`src/rtl/kdbc_pkg.sv`:
```
// kdbc_pkg: shared types and constants of the dma byte counter table
// no dependencies; used by kdbc_cell and keyed_dma_byte_counter_table_unit
`timescale 1ns / 1ps
`default_nettype none

package kdbc_pkg;

  localparam int unsigned ENTRIES_DEF = 32;
  localparam int unsigned SUM_W       = 64;
  localparam int unsigned KEY_W       = 8;
  localparam int unsigned IDX_W       = 5;
  localparam int unsigned STAT_W      = 3;
  localparam int unsigned USED_W      = 6;

  localparam logic [STAT_W-1:0] ST_IGNORED = 3'd0;
  localparam logic [STAT_W-1:0] ST_HIT     = 3'd1;
  localparam logic [STAT_W-1:0] ST_NEW     = 3'd2;
  localparam logic [STAT_W-1:0] ST_FULL    = 3'd3;
  localparam logic [STAT_W-1:0] ST_READ_OK = 3'd4;
  localparam logic [STAT_W-1:0] ST_BAD_IDX = 3'd5;

  // request held in the table while it is worked on
  typedef struct packed {
    logic             rd;
    logic [KEY_W-1:0] dev;
    logic [KEY_W-1:0] chan;
    logic [IDX_W-1:0] idx;
  } probe_t;

  // update broadcast to all cells
  typedef struct packed {
    logic             we_hit;
    logic             we_new;
    logic [SUM_W-1:0] rsum;
    logic [SUM_W-1:0] wsum;
  } cmd_t;

  // collected entry passed from cell to cell
  typedef struct packed {
    logic             hit;
    logic [IDX_W-1:0] slot;
    logic [KEY_W-1:0] dev;
    logic [KEY_W-1:0] chan;
    logic [SUM_W-1:0] rsum;
    logic [SUM_W-1:0] wsum;
  } link_t;

endpackage

`default_nettype wire

```
`src/rtl/kdbc_cell.sv`:
```
// kdbc_cell: one table entry with key match and sum storage
// depends on kdbc_pkg; chained by keyed_dma_byte_counter_table_unit
`timescale 1ns / 1ps
`default_nettype none

module kdbc_cell #(
  parameter int unsigned CW  = 6,
  parameter int unsigned POS = 0
) (
  input  wire logic            clk_i,
  input  wire logic            rst_ni,
  input  wire kdbc_pkg::probe_t probe_i,
  input  wire logic [CW-1:0]   used_i,
  input  wire kdbc_pkg::cmd_t  cmd_i,
  input  wire kdbc_pkg::link_t link_i,
  output kdbc_pkg::link_t      link_o,
  output logic                 match_o
);

  logic [kdbc_pkg::KEY_W-1:0] dev_q, chan_q;
  logic [kdbc_pkg::SUM_W-1:0] rsum_q, wsum_q;
  logic filled, at_used, pick, we;

  always_comb begin
    filled  = CW'(POS) < used_i;
    at_used = CW'(POS) == used_i;
    match_o = filled && !probe_i.rd && (dev_q == probe_i.dev) && (chan_q == probe_i.chan);
    pick    = match_o || (probe_i.rd && filled && (32'(probe_i.idx) == 32'(POS)));
    we      = (cmd_i.we_hit && match_o) || (cmd_i.we_new && at_used);
    link_o  = link_i;
    link_o.hit = link_i.hit | match_o;
    if (pick) begin
      link_o.slot = link_i.slot | kdbc_pkg::IDX_W'(POS);
      link_o.dev  = link_i.dev  | dev_q;
      link_o.chan = link_i.chan | chan_q;
      link_o.rsum = link_i.rsum | rsum_q;
      link_o.wsum = link_i.wsum | wsum_q;
    end
  end

  always_ff @(posedge clk_i or negedge rst_ni) begin
    if (!rst_ni) begin
      rsum_q <= '0;
      wsum_q <= '0;
    end else if (we) begin
      rsum_q <= cmd_i.rsum;
      wsum_q <= cmd_i.wsum;
    end
  end

  // key store, undefined until filled
  always_ff @(posedge clk_i) begin
    if (cmd_i.we_new && at_used) begin
      dev_q  <= probe_i.dev;
      chan_q <= probe_i.chan;
    end
  end

endmodule

`default_nettype wire
```
`config.mk`:
```
export PLATFORM = sky130hd
export DESIGN_NAME = kdbc_cell
export DESIGN_NICKNAME = d
export VERILOG_FILES = /design/src/rtl/kdbc_pkg.sv /design/src/rtl/kdbc_cell.sv
export SDC_FILE = /design/constraint.sdc
export NUM_CORES = 1
export LEC_CHECK = 0
export BUFFER_PORTS_ARGS = -buffer_cell sky130_fd_sc_hd__buf_4
export CORE_AREA = 2 2 181 183
export CTS_BUF_LIST = sky130_fd_sc_hd__clkbuf_4 sky130_fd_sc_hd__clkbuf_8
export DETAILED_ROUTE_END_ITERATION = 6
export DIE_AREA = 0 0 183 185
export PLACE_DENSITY = 0.56
export SLEW_MARGIN = 20
export SYNTH_ARGS = -nofsm -noshare
export SYNTH_HDL_FRONTEND = slang
export SYNTH_SLANG_ARGS = --single-unit
```
`constraint.sdc`:
```
create_clock -name clk_i -period 2.5 [get_ports clk_i]
set_input_delay 0.25 -clock clk_i [delete_from_list [all_inputs] [get_ports clk_i]]
set_output_delay 0.25 -clock clk_i [all_outputs]
set_load 0.005 [all_outputs]
```
==> results of run 1 <==
[cells by family after synthesis]
| kind of cell | count (synthesis) |
|---|---|
| mux | 128 |
| compound gates | 146 |
| buf+inv | 36 |
| flops | 144 |
| xor+xnor | 16 |
| simple gates | 14 |
[through the flow]
stage / hold WS, ns / worst slack (ns) / instances / area, sq um
after floorplan: -0.04559 / 0.4203 / 484 / 7282
after global placement: 0.2061 / 0.08964 / 1316 / 10960
after detailed placement: 0.1985 / 0.07851 / 1316 / 10960
after CTS: 0.00001749 / -0.2226 / 1430 / 12360
after global routing: 0.001277 / -0.2784 / 1435 / 12400
final: 0.04696 / -0.1196 / 1435 / 12400
[power groups by stage]
| stage | sequential, mW | clock, mW | combinational [mW] |
|---|---|---|---|
| after global placement | 2.90 | 0 | 1.17 |
| after detailed placement | 2.89 | 0 | 1.20 |
| final | 2.85 | 2.23 | 1.29 |
| after CTS | 2.85 | 2.33 | 1.30 |
| after floorplan | 2.79 | 0 | 0.552 |
| after global routing | 2.88 | 2.44 | 1.39 |
[final timing paths]
| kind | startpoint | endpoint | slack (ns) | depth (start not counted) |
|---|---|---|---|---|
| max | dev_q[1] | link_o[40] | -0.12 | 8 |
| min | cmd_i[4] | wsum_q[4] | 0.05 | 2 |
| max reg2reg | dev_q[5] | wsum_q[58] | 0.08 | 7 |
| min reg2reg | rsum_q[21] | rsum_q[21] | 0.52 | 1 |
| max in group asynchronous | rst_ni | rsum_q[49] | 1.54 | 3 |
| min in group asynchronous | rst_ni | rsum_q[21] | 0.29 | 2 |
[timing repair]
item                                    CTS  global route
hold buffers                             71             3
gates resized for setup                   8             2
gates cloned                              4             0
hold endpoints to repair                111             3
pin swaps                                 4             5
buffers inserted                          7             3
endpoints found under the setup margin  144           144
[layer usage]
metal / GRT usage / vias to the layer above
li1: - / 2812
met1: 0.1643 / 2897
met2: 0.2477 / 222
met3: 0.02949 / 11
met4: 0.03616 / 0
met5: 0 / -
[final cells by class]
class	count	area (sq um)	share of cell area
flip-flops and latches	144	3684	0.2972
repair buffers	545	4472	0.3608
inverters	2	7.507	0.0006056
clock inverters	12	206.4	0.01665
well taps	408	510.5	0.04118
multi-input cells	304	3259	0.2629
clock buffers	20	256.5	0.02069
[state kept, by name (all words and copies together) (netlist names)]
register / cells
chan_q: 8
wsum_q: 64
dev_q: 8
rsum_q: 64
[critical path, stage by stage (launching register included)]
cell,delay [ns]
edfxtp_1,0.43
xor2_1,0.18
nor4_2,0.31
nand3_2,0.15
o21ai_4,0.17
buf_12,0.17
buf_16,0.18
a21o_1,0.18
buf_4,0.13
[cell usage in the layout, fill, tap and decap left out, drive strengths merged]
| cell | Yosys | routed |
|---|---|---|
| xor2 | 14 | 14 |
| dfrtp | 128 | 128 |
| o32a | 1 | 1 |
| buf | 26 | 471 |
| edfxtp | 16 | 16 |
| nor4 | 5 | 5 |
| xnor2 | 2 | 2 |
| mux2 | 128 | 128 |
| nand4 | 1 | 1 |
| o21ai | 1 | 1 |
| or2 | 1 | 1 |
| nand3 | 1 | 1 |
| nand2 | 1 | 1 |
| nand4b | 1 | 1 |
| clkinv | 0 | 1 |
| nor3 | 1 | 1 |
| a21o | 144 | 144 |
| bufinv | 0 | 5 |
| inv | 2 | 6 |
| dlygate4sd3 | 0 | 74 |
| clkbuf | 8 | 20 |
| nor2 | 3 | 3 |
| clkinvlp | 0 | 2 |
==> impl_table.tex, run 1 <==
\begin{tabular}{lr}
\hline
Metric & Value \\
\hline
\multicolumn{2}{l}{\textbf{CTS}} \\
\quad Reg clk slew, reported paths & 0.10 ns \\
\quad Clock tree from TritonCTS & built \\
\quad Sinks on the clock net & 144 \\
\quad Number of buffers between clock root and the deepest sink & 2 \\
\quad Number of CTS-inserted buffers & 17 \\
\quad Clock Tree Root & clkbuf\_8 \\
\quad Maximum level of the CTS H-tree & 4 \\
\quad Clock insertion delay at the later pin of the skew report & 0.43 ns \\
\multicolumn{2}{l}{\textbf{Pwr}} \\
\quad Combinational share of power & 0.203 \\
\quad Internal power & 4.832 mW \\
\quad Static leakage & 7.039 nW \\
\quad Pwr Density & 513.7 nW/um\^{}2 \\
\quad Net switching power & 1.536 mW \\
\quad Portion of total power attributed to sequential cells & 0.447 \\
\quad Proportion of power drawn by the clock network & 0.350 \\
\quad Sw frac & 0.2413 \\
\quad Design Power & 6.368 mW \\
\quad Max VDD drop & 372.8 uV \\
\multicolumn{2}{l}{\textbf{Setup path}} \\
\quad Max FO, Critical Path & 28 \\
\quad CP Class & reg2out \\
\quad Worst Setup End Kind & primary output \\
\quad Required time reported for the critical path endpoint & 2.25 ns \\
\quad Worst path arrival time & 2.37 ns \\
\quad Startpoint class of the critical path & flip-flop \\
\multicolumn{2}{l}{\textbf{Place}} \\
\quad Global placement routability congestion & 0.7528 \\
\quad Detailed-placement wirelength estimate & 17300 microns \\
\quad Number of buffer cells added on primary ports & 450 \\
\multicolumn{2}{l}{\textbf{STA}} \\
\quad Final setup violation count & 144 \\
\quad Total Neg Setup Slack & -7.270 ns \\
\quad Relative slew margins & 0.6318 \\
\quad Part of the cycle the worst path needs & 1.048 \\
\quad Post-route minimum period & 2.620 ns \\
\quad Slew @ Worst Pin & 0.5523 ns \\
\quad Clock skew & 0.01920 ns \\
\quad Final Slew Violations & 0 \\
\quad Hold Violations, Final & 0 \\
\quad Setup ws final & -0.1196 ns \\
\quad RSZ-0062 raised after global routing & yes \\
\quad Maximum frequency from static timing analysis & 381.7 MHz \\
\multicolumn{2}{l}{\textbf{Yosys}} \\
\quad Number of synthesized flops with an enable pin & 16 \\
\quad Asr flop ratio synth & 0.8889 \\
\quad Most numerous cell in the Yosys netlist & a21o\_1 \\
\quad Compound-cell area share of the yosys netlist & 0.1527 \\
\quad Number of synthesized register bits & 144 \\
\quad Combinational family with the most area after synthesis & multiplexers \\
\quad Synth Flop Type & dfrtp\_1 \\
\quad Simple-Gate Fraction of Synth Area & 0.01237 \\
\quad Mux contribution to synthesized area & 0.2598 \\
\quad Xor and xnor fraction of the mapped netlist area & 0.01924 \\
\quad Most numerous cell types in the synthesized netlist & 144 x a21o\_1, 128 x dfrtp\_1, 120 x mux2\_4 \\
\quad Share of synthesized cell area in full adder, half adder and majority cells & 0 \\
\quad Post-synth cell types & 24 \\
\quad Cell types with the largest area share after synthesis & dfrtp\_1 44\%, mux2\_4 25\%, a21o\_1 15\% \\
\quad Gate count of the mapped netlist & 484 \\
\quad Cell taking the most area after synthesis & dfrtp\_1 \\
\quad Post-synth net total & 794 \\
\quad Post-synthesis instance area & 7282 sq um \\
\quad Sequential share of the synthesized area & 0.5058 \\
\quad Yosys top cell area share & 0.4399 \\
\quad Yosys warns & 0 \\
\quad Average footprint of a synthesized cell & 15.05 sq um \\
\multicolumn{2}{l}{\textbf{Drt}} \\
\quad Remaining routing DRC violations & 0 \\
\quad Routed length per placed instance & 16.92 microns \\
\quad TritonRoute pass-1 iters & 4 \\
\quad Total met2 wirelength after detailed routing & 12790 microns \\
\quad Vias after detailed routing & 5942 \\
\quad Top Layer Used & met4 \\
\quad Drt via density & 4.141 \\
\quad Wire length after detailed routing & 24290 microns \\
\quad Violation count after the first detailed-routing iteration & 154 \\
\quad Remaining antenna violation count after routing & 0 \\
\quad Met1 layer wirelength in the final routing & 9896 microns \\
\quad Detail Route met3 WL & 1346 microns \\
\multicolumn{2}{l}{\textbf{Final layout}} \\
\quad Share of post-route cells with drive strength above 1 & 0.6222 \\
\quad Fill cell total of the finished layout & 3107 \\
\quad Number of nets in the final layout & 1324 \\
\quad Post-synthesis to final-layout area growth & 70.22\% \\
\quad Final core utilization & 0.3869 \\
\quad Final antenna diode count & 0 \\
\multicolumn{2}{l}{\textbf{Min path}} \\
\quad Worst hold-check path type & in2reg \\
\multicolumn{2}{l}{\textbf{Floorplan}} \\
\quad Number of top-level design ports & 461 \\
\quad Die area & 33860 sq um \\
\quad Chip height & 185 microns \\
\quad Placement Rows & 66 \\
\quad Area of the placeable core & 32040 sq um \\
\quad Overall die width & 183 microns \\
\quad Initial core utilization & 0.2273 \\
\multicolumn{2}{l}{\textbf{Global routing}} \\
\quad Antenna violations before repair & 0 \\
\quad Total congestion overflow after global routing & 0 \\
\quad First-pass GRT wire length & 35250 microns \\
\quad Global Route Usage Sum & 0.1369 \\
\quad Maximum number of pins on one net before global-route repair & 65 \\
\quad Via count of the first global-routing pass & 6207 \\
\multicolumn{2}{l}{\textbf{Status}} \\
\quad Violations in the final reports & setup timing \\
\quad Result of the run & complete, but fails checks \\
\multicolumn{2}{l}{\textbf{Run}} \\
\quad MaxCap Viol Count & 0 \\
\hline
\end{tabular}
No activity file was read; power rests on OpenSTA's default activity.
==> run 2, diff against run 1 <==
==> constraint.sdc (replaced) <==
create_clock -name clk_i -period 2.5 [get_ports clk_i]
set_input_delay 0.125 -clock clk_i [delete_from_list [all_inputs] [get_ports clk_i]]
set_output_delay 0.125 -clock clk_i [all_outputs]
set_load 0.005 [all_outputs]
==> impl_table.tex, run 2 (same netlist as run 1, synthesis figures left out) <==
\begin{tabular}{lr}
\hline
Metric & Value \\
\hline
\multicolumn{2}{l}{\textbf{Drt}} \\
\quad Remaining routing DRC violations & 0 (unchanged) \\
\quad Drt via density & 4.211 (was 4.141) \\
\quad Violation count after the first detailed-routing iteration & 200 (was 154) \\
\quad Vias after detailed routing & 6447 (was 5942) \\
\quad Routed length per placed instance & 18.43 microns (was 16.92 microns) \\
\quad Remaining antenna violation count after routing & 0 (unchanged) \\
\quad Wire length after detailed routing & 28220 microns (was 24290 microns) \\
\quad TritonRoute pass-1 iters & 4 (unchanged) \\
\multicolumn{2}{l}{\textbf{Setup path}} \\
\quad Family with the most delay on the worst path & buffers and inverters (unchanged) \\
\quad Number of cells on the worst reg-to-reg path & 9 (was 7) \\
\quad Worst Setup End Kind & flip-flop (was primary output) \\
\quad Worst path arrival time & 2.92 ns (was 2.37 ns) \\
\quad Reg2Reg Setup Slack & -0.10 ns (was 0.08 ns) \\
\quad CP Class & reg2reg (was reg2out) \\
\quad Terminus of the critical flop-to-flop path & rsum\_q[32] (was wsum\_q[58]) \\
\quad Peak per-stage delay on the critical path & 0.45 ns (was 0.43 ns) \\
\quad Max FO, Critical Path & 10 (was 28) \\
\quad Startpoint class of the critical path & flip-flop (unchanged) \\
\quad Startpoint of the lowest-slack register-to-register path & chan\_q[5] (was dev\_q[5]) \\
\quad Cell type of the slowest stage on the worst timing path & o32a\_4 (was edfxtp\_1) \\
\quad CP Cell Sequence & xor2\_1 > nor4\_2 > nand3\_2 > buf\_4 > buf\_6 > o32a\_4 > buf\_12 > clkbuf\_16 > mux2\_4 (was xor2\_1 > nor4\_2 > nand3\_2 > o21ai\_4 > buf\_12 > buf\_16 > a21o\_1 > buf\_4) \\
\quad Required time reported for the critical path endpoint & 2.82 ns (was 2.25 ns) \\
\quad Crit path buf inv count & 4 (was 3) \\
\multicolumn{2}{l}{\textbf{Pwr}} \\
\quad Net switching power & 1.608 mW (was 1.536 mW) \\
\quad Combinational share of power & 0.232 (was 0.203) \\
\quad Proportion of power drawn by the clock network & 0.302 (was 0.350) \\
\quad Sw frac & 0.2628 (was 0.2413) \\
\quad Pwr Density & 450.3 nW/um\^{}2 (was 513.7 nW/um\^{}2) \\
\quad Static leakage & 7.576 nW (was 7.039 nW) \\
\quad Internal power & 4.511 mW (was 4.832 mW) \\
\quad Max VDD drop & 325.2 uV (was 372.8 uV) \\
\quad Portion of total power attributed to sequential cells & 0.466 (was 0.447) \\
\multicolumn{2}{l}{\textbf{Floorplan}} \\
\quad Chip height & 185 microns (unchanged) \\
\quad Die area & 33860 sq um (unchanged) \\
\quad Area of the placeable core & 32040 sq um (unchanged) \\
\quad Initial core utilization & 0.2273 (unchanged) \\
\quad Overall die width & 183 microns (unchanged) \\
\quad Placement Rows & 66 (unchanged) \\
\quad Number of top-level design ports & 461 (unchanged) \\
\multicolumn{2}{l}{\textbf{Min path}} \\
\quad Worst hold-check path type & in2async (was in2reg) \\
\multicolumn{2}{l}{\textbf{CTS}} \\
\quad Maximum level of the CTS H-tree & 4 (unchanged) \\
\quad Clock Tree Root & clkbuf\_8 (unchanged) \\
\quad Clock tree from TritonCTS & built (unchanged) \\
\quad Reg clk slew, reported paths & 0.10 ns (about the same) \\
\quad Number of buffers between clock root and the deepest sink & 2 (unchanged) \\
\quad Number of CTS-inserted buffers & 17 (unchanged) \\
\quad Clock insertion delay at the later pin of the skew report & 0.44 ns (was 0.43 ns) \\
\quad Sinks on the clock net & 144 (unchanged) \\
\multicolumn{2}{l}{\textbf{STA}} \\
\quad Slew @ Worst Pin & 0.6129 ns (was 0.5523 ns) \\
\quad Post-route minimum period & 2.602 ns (was 2.620 ns) \\
\quad Hold Violations, Final & 0 (unchanged) \\
\quad Relative slew margins & 0.5914 (was 0.6318) \\
\quad Tightest hold margin & 0.2249 ns (was 0.04696 ns) \\
\quad Final setup violation count & 164 (was 144) \\
\quad Clock skew & 0.01715 ns (was 0.01920 ns) \\
\quad Final Slew Violations & 0 (unchanged) \\
\quad Part of the cycle the worst path needs & 1.041 (was 1.048) \\
\quad Setup ws final & -0.1020 ns (was -0.1196 ns) \\
\quad RSZ-0062 raised after global routing & yes (unchanged) \\
\quad Maximum frequency from static timing analysis & 384.3 MHz (was 381.7 MHz) \\
\multicolumn{2}{l}{\textbf{Final layout}} \\
\quad Number of nets in the final layout & 1420 (was 1324) \\
\quad Largest registers & rsum\_q: 64 flops, wsum\_q: 64 flops (unchanged) \\
\quad Share of post-route cells with drive strength above 1 & 0.5904 (was 0.6222) \\
\quad Final antenna diode count & 0 (unchanged) \\
\quad Post-synthesis to final-layout area growth & 86.62\% (was 70.22\%) \\
\quad Commonest non-fill, non-tap cell in the layout & buf\_4 (unchanged) \\
\quad Post-route standard cell area excluding fillers & 13590 sq um (was 12400 sq um) \\
\quad Fill cell total of the finished layout & 3013 (was 3107) \\
\quad Non-Filler Instances & 1531 (was 1435) \\
\quad Final core utilization & 0.4241 (was 0.3869) \\
\quad Most frequent cells in the layout & 448 x buf\_4, 145 x dlygate4sd3\_1, 144 x a21o\_1 (was 457 x buf\_4, 144 x a21o\_1, 128 x dfrtp\_1) \\
\multicolumn{2}{l}{\textbf{Run}} \\
\quad MaxCap Viol Count & 0 (unchanged) \\
\multicolumn{2}{l}{\textbf{Place}} \\
\quad Global placement routability congestion & 0.7536 (was 0.7528) \\
\quad Number of buffer cells added on primary ports & 450 (unchanged) \\
\quad Detailed-placement wirelength estimate & 17670 microns (was 17300 microns) \\
\quad Dpl cells & 1318 (was 1316) \\
\quad Worst slack at placement & 0.1075 ns (was 0.07851 ns) \\
\quad Dpl cell area & 10980 sq um (was 10960 sq um) \\
\multicolumn{2}{l}{\textbf{Global routing}} \\
\quad First-pass GRT wire length & 39390 microns (was 35250 microns) \\
\quad Global Route Usage Sum & 0.1540 (was 0.1369) \\
\quad Maximum number of pins on one net before global-route repair & 61 (was 65) \\
\quad Via count of the first global-routing pass & 6803 (was 6207) \\
\quad Total congestion overflow after global routing & 0 (unchanged) \\
\quad Antenna violations before repair & 1 (was 0) \\
\multicolumn{2}{l}{\textbf{Status}} \\
\quad Violations in the final reports & setup timing (unchanged) \\
\quad Result of the run & complete, but fails checks (unchanged) \\
\hline
\end{tabular}
-- run 2: per-stage QoR --
stage	TNS, ns	power (mW)
6_report	-5.724	6.119
4_1_cts	-16.92	6.221
2_1_floorplan	0	3.345
5_1_grt	-44.58	6.451
3_5_place_dp	0	4.091
3_3_place_gp	0	4.074
-- run 2: layout make-up --
class	count	area (sq um)	share of cell area
timing repair buffer	641	5759	0.4238
inverter	2	7.507	0.0005524
tap	408	510.5	0.03757
clock buffer	19	249.0	0.01832
multi-input combinational	304	3253	0.2394
clock inverter	13	126.4	0.009299
sequential	144	3684	0.2711
-- run 2: metal layers --
metal	track usage	part of all wire
met2	0.2776	0.51
met4	0.05056	0.019
met3	0.02694	0.048
met5	0	0
met1	0.1856	0.42
-- run 2: timing repair --
action / in CTS / in global routing
pin swaps: 34 / 16
endpoints found under the setup margin: 144 / 272
hold endpoints to repair: 199 / 0
resized for setup: 21 / 17
setup buffers: 17 / 5
hold buffers: 145 / 0
gates cloned: 15 / 8
-- run 2: worst max-delay path by stage --
stage                         start           to  slack (ns)  cells after the start
after global placement    chan_q[5]  link_o[106]        0.13                      8
after detailed placement  chan_q[5]  link_o[103]        0.11                      8
final                     chan_q[5]   rsum_q[32]       -0.10                      9
after global routing      chan_q[5]  link_o[106]       -0.24                      9
after floorplan            dev_q[5]    rsum_q[0]        0.42                      7
after CTS                 chan_q[7]   link_o[84]       -0.17                     10
-- run 2: power by group through the flow --
| stage | Combinational, mW | Sequential (mW) | Clock (mW) |
|---|---|---|---|
| 3_3_place_gp | 1.18 | 2.89 | 0 |
| 3_5_place_dp | 1.20 | 2.89 | 0 |
| 2_1_floorplan | 0.552 | 2.79 | 0 |
| 4_1_cts | 1.43 | 2.85 | 1.94 |
| 5_1_grt | 1.52 | 2.88 | 2.05 |
| 6_report | 1.42 | 2.85 | 1.85 |
==> run 3, diff against run 2 <==
- SETUP_SLACK_MARGIN: unset -> 0.05
==> impl_table.tex, run 3 (same netlist as run 1, synthesis figures left out) <==
\begin{tabular}{lr}
\hline
Metric & Value \\
\hline
\multicolumn{2}{l}{\textbf{Status}} \\
\quad Result of the run & complete, but fails checks (unchanged) \\
\quad Violations in the final reports & setup timing (unchanged) \\
\multicolumn{2}{l}{\textbf{Setup path}} \\
\quad Reg2Reg Setup Slack & 0.12 ns (was -0.10 ns) \\
\quad Terminus of the critical flop-to-flop path & wsum\_q[51] (was rsum\_q[32]) \\
\quad Crit path buf inv count & 5 (was 4) \\
\quad Max FO, Critical Path & 10 (unchanged) \\
\quad Capturing element of the worst setup path & link\_o[116] (was rsum\_q[32]) \\
\quad Startpoint of the lowest-slack register-to-register path & chan\_q[5] (unchanged) \\
\quad Most used cell along the critical path & buf\_12 \\
\quad CP Class & reg2out (was reg2reg) \\
\quad Count of cell instances traversed by the critical path & 10 (was 9) \\
\quad Family with the most delay on the worst path & buffers and inverters (unchanged) \\
\quad Required time reported for the critical path endpoint & 2.38 ns (was 2.82 ns) \\
\quad CP Cell Sequence & xor2\_1 > nor4\_2 > nand3\_1 > buf\_6 > o21ai\_4 > buf\_12 > buf\_12 > clkbuf\_16 > a21o\_1 > buf\_4 (was xor2\_1 > nor4\_2 > nand3\_2 > buf\_4 > buf\_6 > o32a\_4 > buf\_12 > clkbuf\_16 > mux2\_4) \\
\quad Peak per-stage delay on the critical path & 0.42 ns (was 0.45 ns) \\
\quad Critical Path Source & chan\_q[5] (unchanged) \\
\quad Worst path arrival time & 2.53 ns (was 2.92 ns) \\
\quad Cell type of the slowest stage on the worst timing path & edfxtp\_1 (was o32a\_4) \\
\quad Number of cells on the worst reg-to-reg path & 7 (was 9) \\
\quad Worst Setup End Kind & primary output (was flip-flop) \\
\quad Startpoint class of the critical path & flip-flop (unchanged) \\
\multicolumn{2}{l}{\textbf{STA}} \\
\quad Clock skew & 0.02120 ns (was 0.01715 ns) \\
\quad Slew @ Worst Pin & 0.6128 ns (was 0.6129 ns) \\
\quad Setup ws final & -0.1531 ns (was -0.1020 ns) \\
\quad Tightest hold margin & 0.2258 ns (was 0.2249 ns) \\
\quad Final Slew Violations & 0 (unchanged) \\
\quad Final setup violation count & 144 (was 164) \\
\quad Maximum frequency from static timing analysis & 376.9 MHz (was 384.3 MHz) \\
\quad RSZ-0062 raised after global routing & yes (unchanged) \\
\quad Part of the cycle the worst path needs & 1.061 (was 1.041) \\
\quad Relative slew margins & 0.5915 (was 0.5914) \\
\quad Post-route minimum period & 2.653 ns (was 2.602 ns) \\
\quad Hold Violations, Final & 0 (unchanged) \\
\multicolumn{2}{l}{\textbf{Final layout}} \\
\quad Largest registers & rsum\_q: 64 flops, wsum\_q: 64 flops (unchanged) \\
\quad Post-synthesis to final-layout area growth & 81.80\% (was 86.62\%) \\
\quad Commonest non-fill, non-tap cell in the layout & buf\_4 (unchanged) \\
\quad Most frequent cells in the layout & 448 x buf\_4, 145 x dlygate4sd3\_1, 144 x a21o\_1 (unchanged) \\
\quad Final antenna diode count & 0 (unchanged) \\
\quad Fill cell total of the finished layout & 3039 (was 3013) \\
\quad Final core utilization & 0.4132 (was 0.4241) \\
\quad Number of nets in the final layout & 1403 (was 1420) \\
\quad Share of post-route cells with drive strength above 1 & 0.5832 (was 0.5904) \\
\multicolumn{2}{l}{\textbf{Global routing}} \\
\quad Global Route Usage Sum & 0.1450 (was 0.1540) \\
\quad Maximum number of pins on one net before global-route repair & 61 (unchanged) \\
\quad Antenna violations before repair & 0 (was 1) \\
\quad Via count of the first global-routing pass & 6647 (was 6803) \\
\quad Total congestion overflow after global routing & 0 (unchanged) \\
\quad First-pass GRT wire length & 37590 microns (was 39390 microns) \\
\multicolumn{2}{l}{\textbf{Pwr}} \\
\quad Static leakage & 7.404 nW (was 7.576 nW) \\
\quad Max VDD drop & 324.6 uV (was 325.2 uV) \\
\quad Sw frac & 0.2616 (was 0.2628) \\
\quad Pwr Density & 460.6 nW/um\^{}2 (was 450.3 nW/um\^{}2) \\
\quad Net switching power & 1.595 mW (was 1.608 mW) \\
\quad Combinational share of power & 0.231 (was 0.232) \\
\quad Proportion of power drawn by the clock network & 0.302 (about the same) \\
\quad Internal power & 4.503 mW (was 4.511 mW) \\
\quad Portion of total power attributed to sequential cells & 0.467 (was 0.466) \\
\quad Design Power & 6.098 mW (was 6.119 mW) \\
\multicolumn{2}{l}{\textbf{Min path}} \\
\quad Worst hold-check path type & in2async (unchanged) \\
\multicolumn{2}{l}{\textbf{CTS}} \\
\quad Clock tree from TritonCTS & built (unchanged) \\
\quad Number of buffers between clock root and the deepest sink & 2 (unchanged) \\
\quad Clock insertion delay at the later pin of the skew report & 0.44 ns (about the same) \\
\quad Reg clk slew, reported paths & 0.10 ns (about the same) \\
\quad Maximum level of the CTS H-tree & 4 (unchanged) \\
\quad Clock Tree Root & clkbuf\_8 (unchanged) \\
\quad Sinks on the clock net & 144 (unchanged) \\
\quad Number of CTS-inserted buffers & 17 (unchanged) \\
\multicolumn{2}{l}{\textbf{Drt}} \\
\quad TritonRoute pass-1 iters & 4 (unchanged) \\
\quad Remaining antenna violation count after routing & 0 (unchanged) \\
\quad Drt via density & 4.159 (was 4.211) \\
\quad Vias after detailed routing & 6296 (was 6447) \\
\quad Routed length per placed instance & 17.38 microns (was 18.43 microns) \\
\quad Remaining routing DRC violations & 0 (unchanged) \\
\quad Violation count after the first detailed-routing iteration & 211 (was 200) \\
\quad Wire length after detailed routing & 26310 microns (was 28220 microns) \\
\multicolumn{2}{l}{\textbf{Floorplan}} \\
\quad Number of top-level design ports & 461 (unchanged) \\
\quad Overall die width & 183 microns (unchanged) \\
\quad Area of the placeable core & 32040 sq um (unchanged) \\
\quad Placement Rows & 66 (unchanged) \\
\quad Die area & 33860 sq um (unchanged) \\
\quad Initial core utilization & 0.2273 (unchanged) \\
\quad Chip height & 185 microns (unchanged) \\
\multicolumn{2}{l}{\textbf{Run}} \\
\quad MaxCap Viol Count & 0 (unchanged) \\
\multicolumn{2}{l}{\textbf{Place}} \\
\quad Number of buffer cells added on primary ports & 450 (unchanged) \\
\quad Global placement routability congestion & 0.7536 (unchanged) \\
\quad Detailed-placement wirelength estimate & 17670 microns (unchanged) \\
\hline
\end{tabular}
-- run 3: cell count changes in the layout (fill, tap and decap cells not counted), sizes merged --
cell | previous run | this run
buf | 490 | 473
-- run 3: cell type report --
class,instances,area (sq um),share of cell area
Inverter,2,7.507,0.0005671
Timing Repair Buffer,624,5414,0.4089
Clock buffer,19,249.0,0.01881
Tap cell,408,510.5,0.03856
Sequential cell,144,3684,0.2782
Multi-Input combinational cell,304,3248,0.2453
Clock inverter,13,126.4,0.009545
-- run 3: per-stage QoR --
stage | worst slack, ns | std cells | instance area [sq um] | setup TNS (ns)
3_3_place_gp | 0.1280 | 1318 | 10980 | 0
3_5_place_dp | 0.1075 | 1318 | 10980 | 0
5_1_grt | -0.3162 | 1514 | 13240 | -34.03
6_report | -0.1531 | 1514 | 13240 | -8.543
4_1_cts | -0.2056 | 1508 | 13070 | -21.18
2_1_floorplan | 0.4203 | 484 | 7282 | 0
-- run 3: what timing repair did --
item                                    CTS  global route
hold endpoints to repair                199             0
resized for setup                         9             8
buffers inserted                          8             0
gates cloned                              5             7
pin swaps                                 3            44
endpoints found under the setup margin  144           168
hold buffers                            145             0
-- run 3: worst min-delay path by stage --
stage,end,cells after the start
after floorplan,rsum_q[0],0
after global placement,rsum_q[21],1
after detailed placement,rsum_q[21],1
after CTS,rsum_q[21],2
after global routing,rsum_q[36],2
final,rsum_q[36],2
-- run 3: layer usage --
layer	GRT usage	vias to the layer above	routed length [microns]
li1	-	2977	-
met1	0.1710	3057	10720
met2	0.2673	243	13770
met3	0.02792	19	1423
met4	0.04128	0	395
met5	0	-	0
-- run 3: worst reg2reg max path, delay by kind of cell, from the launching register on --
family,cells,cell delay [ns]
AO/OA/AOI/OAI,1,0.38
XOR/XNOR,1,0.18
buffers and inverters,2,0.40
flip-flops,1,0.42
multiplexers,1,0.39
AND/OR/NAND/NOR,2,0.48
-- run 3: power groups by stage --
stage	sequential [mW]	combinational, mW	clock (mW)
floorplan	2.79	0.552	0
global placement	2.89	1.18	0
detailed placement	2.89	1.20	0
CTS	2.85	1.41	1.94
global route	2.88	1.51	2.05
finish	2.85	1.41	1.84
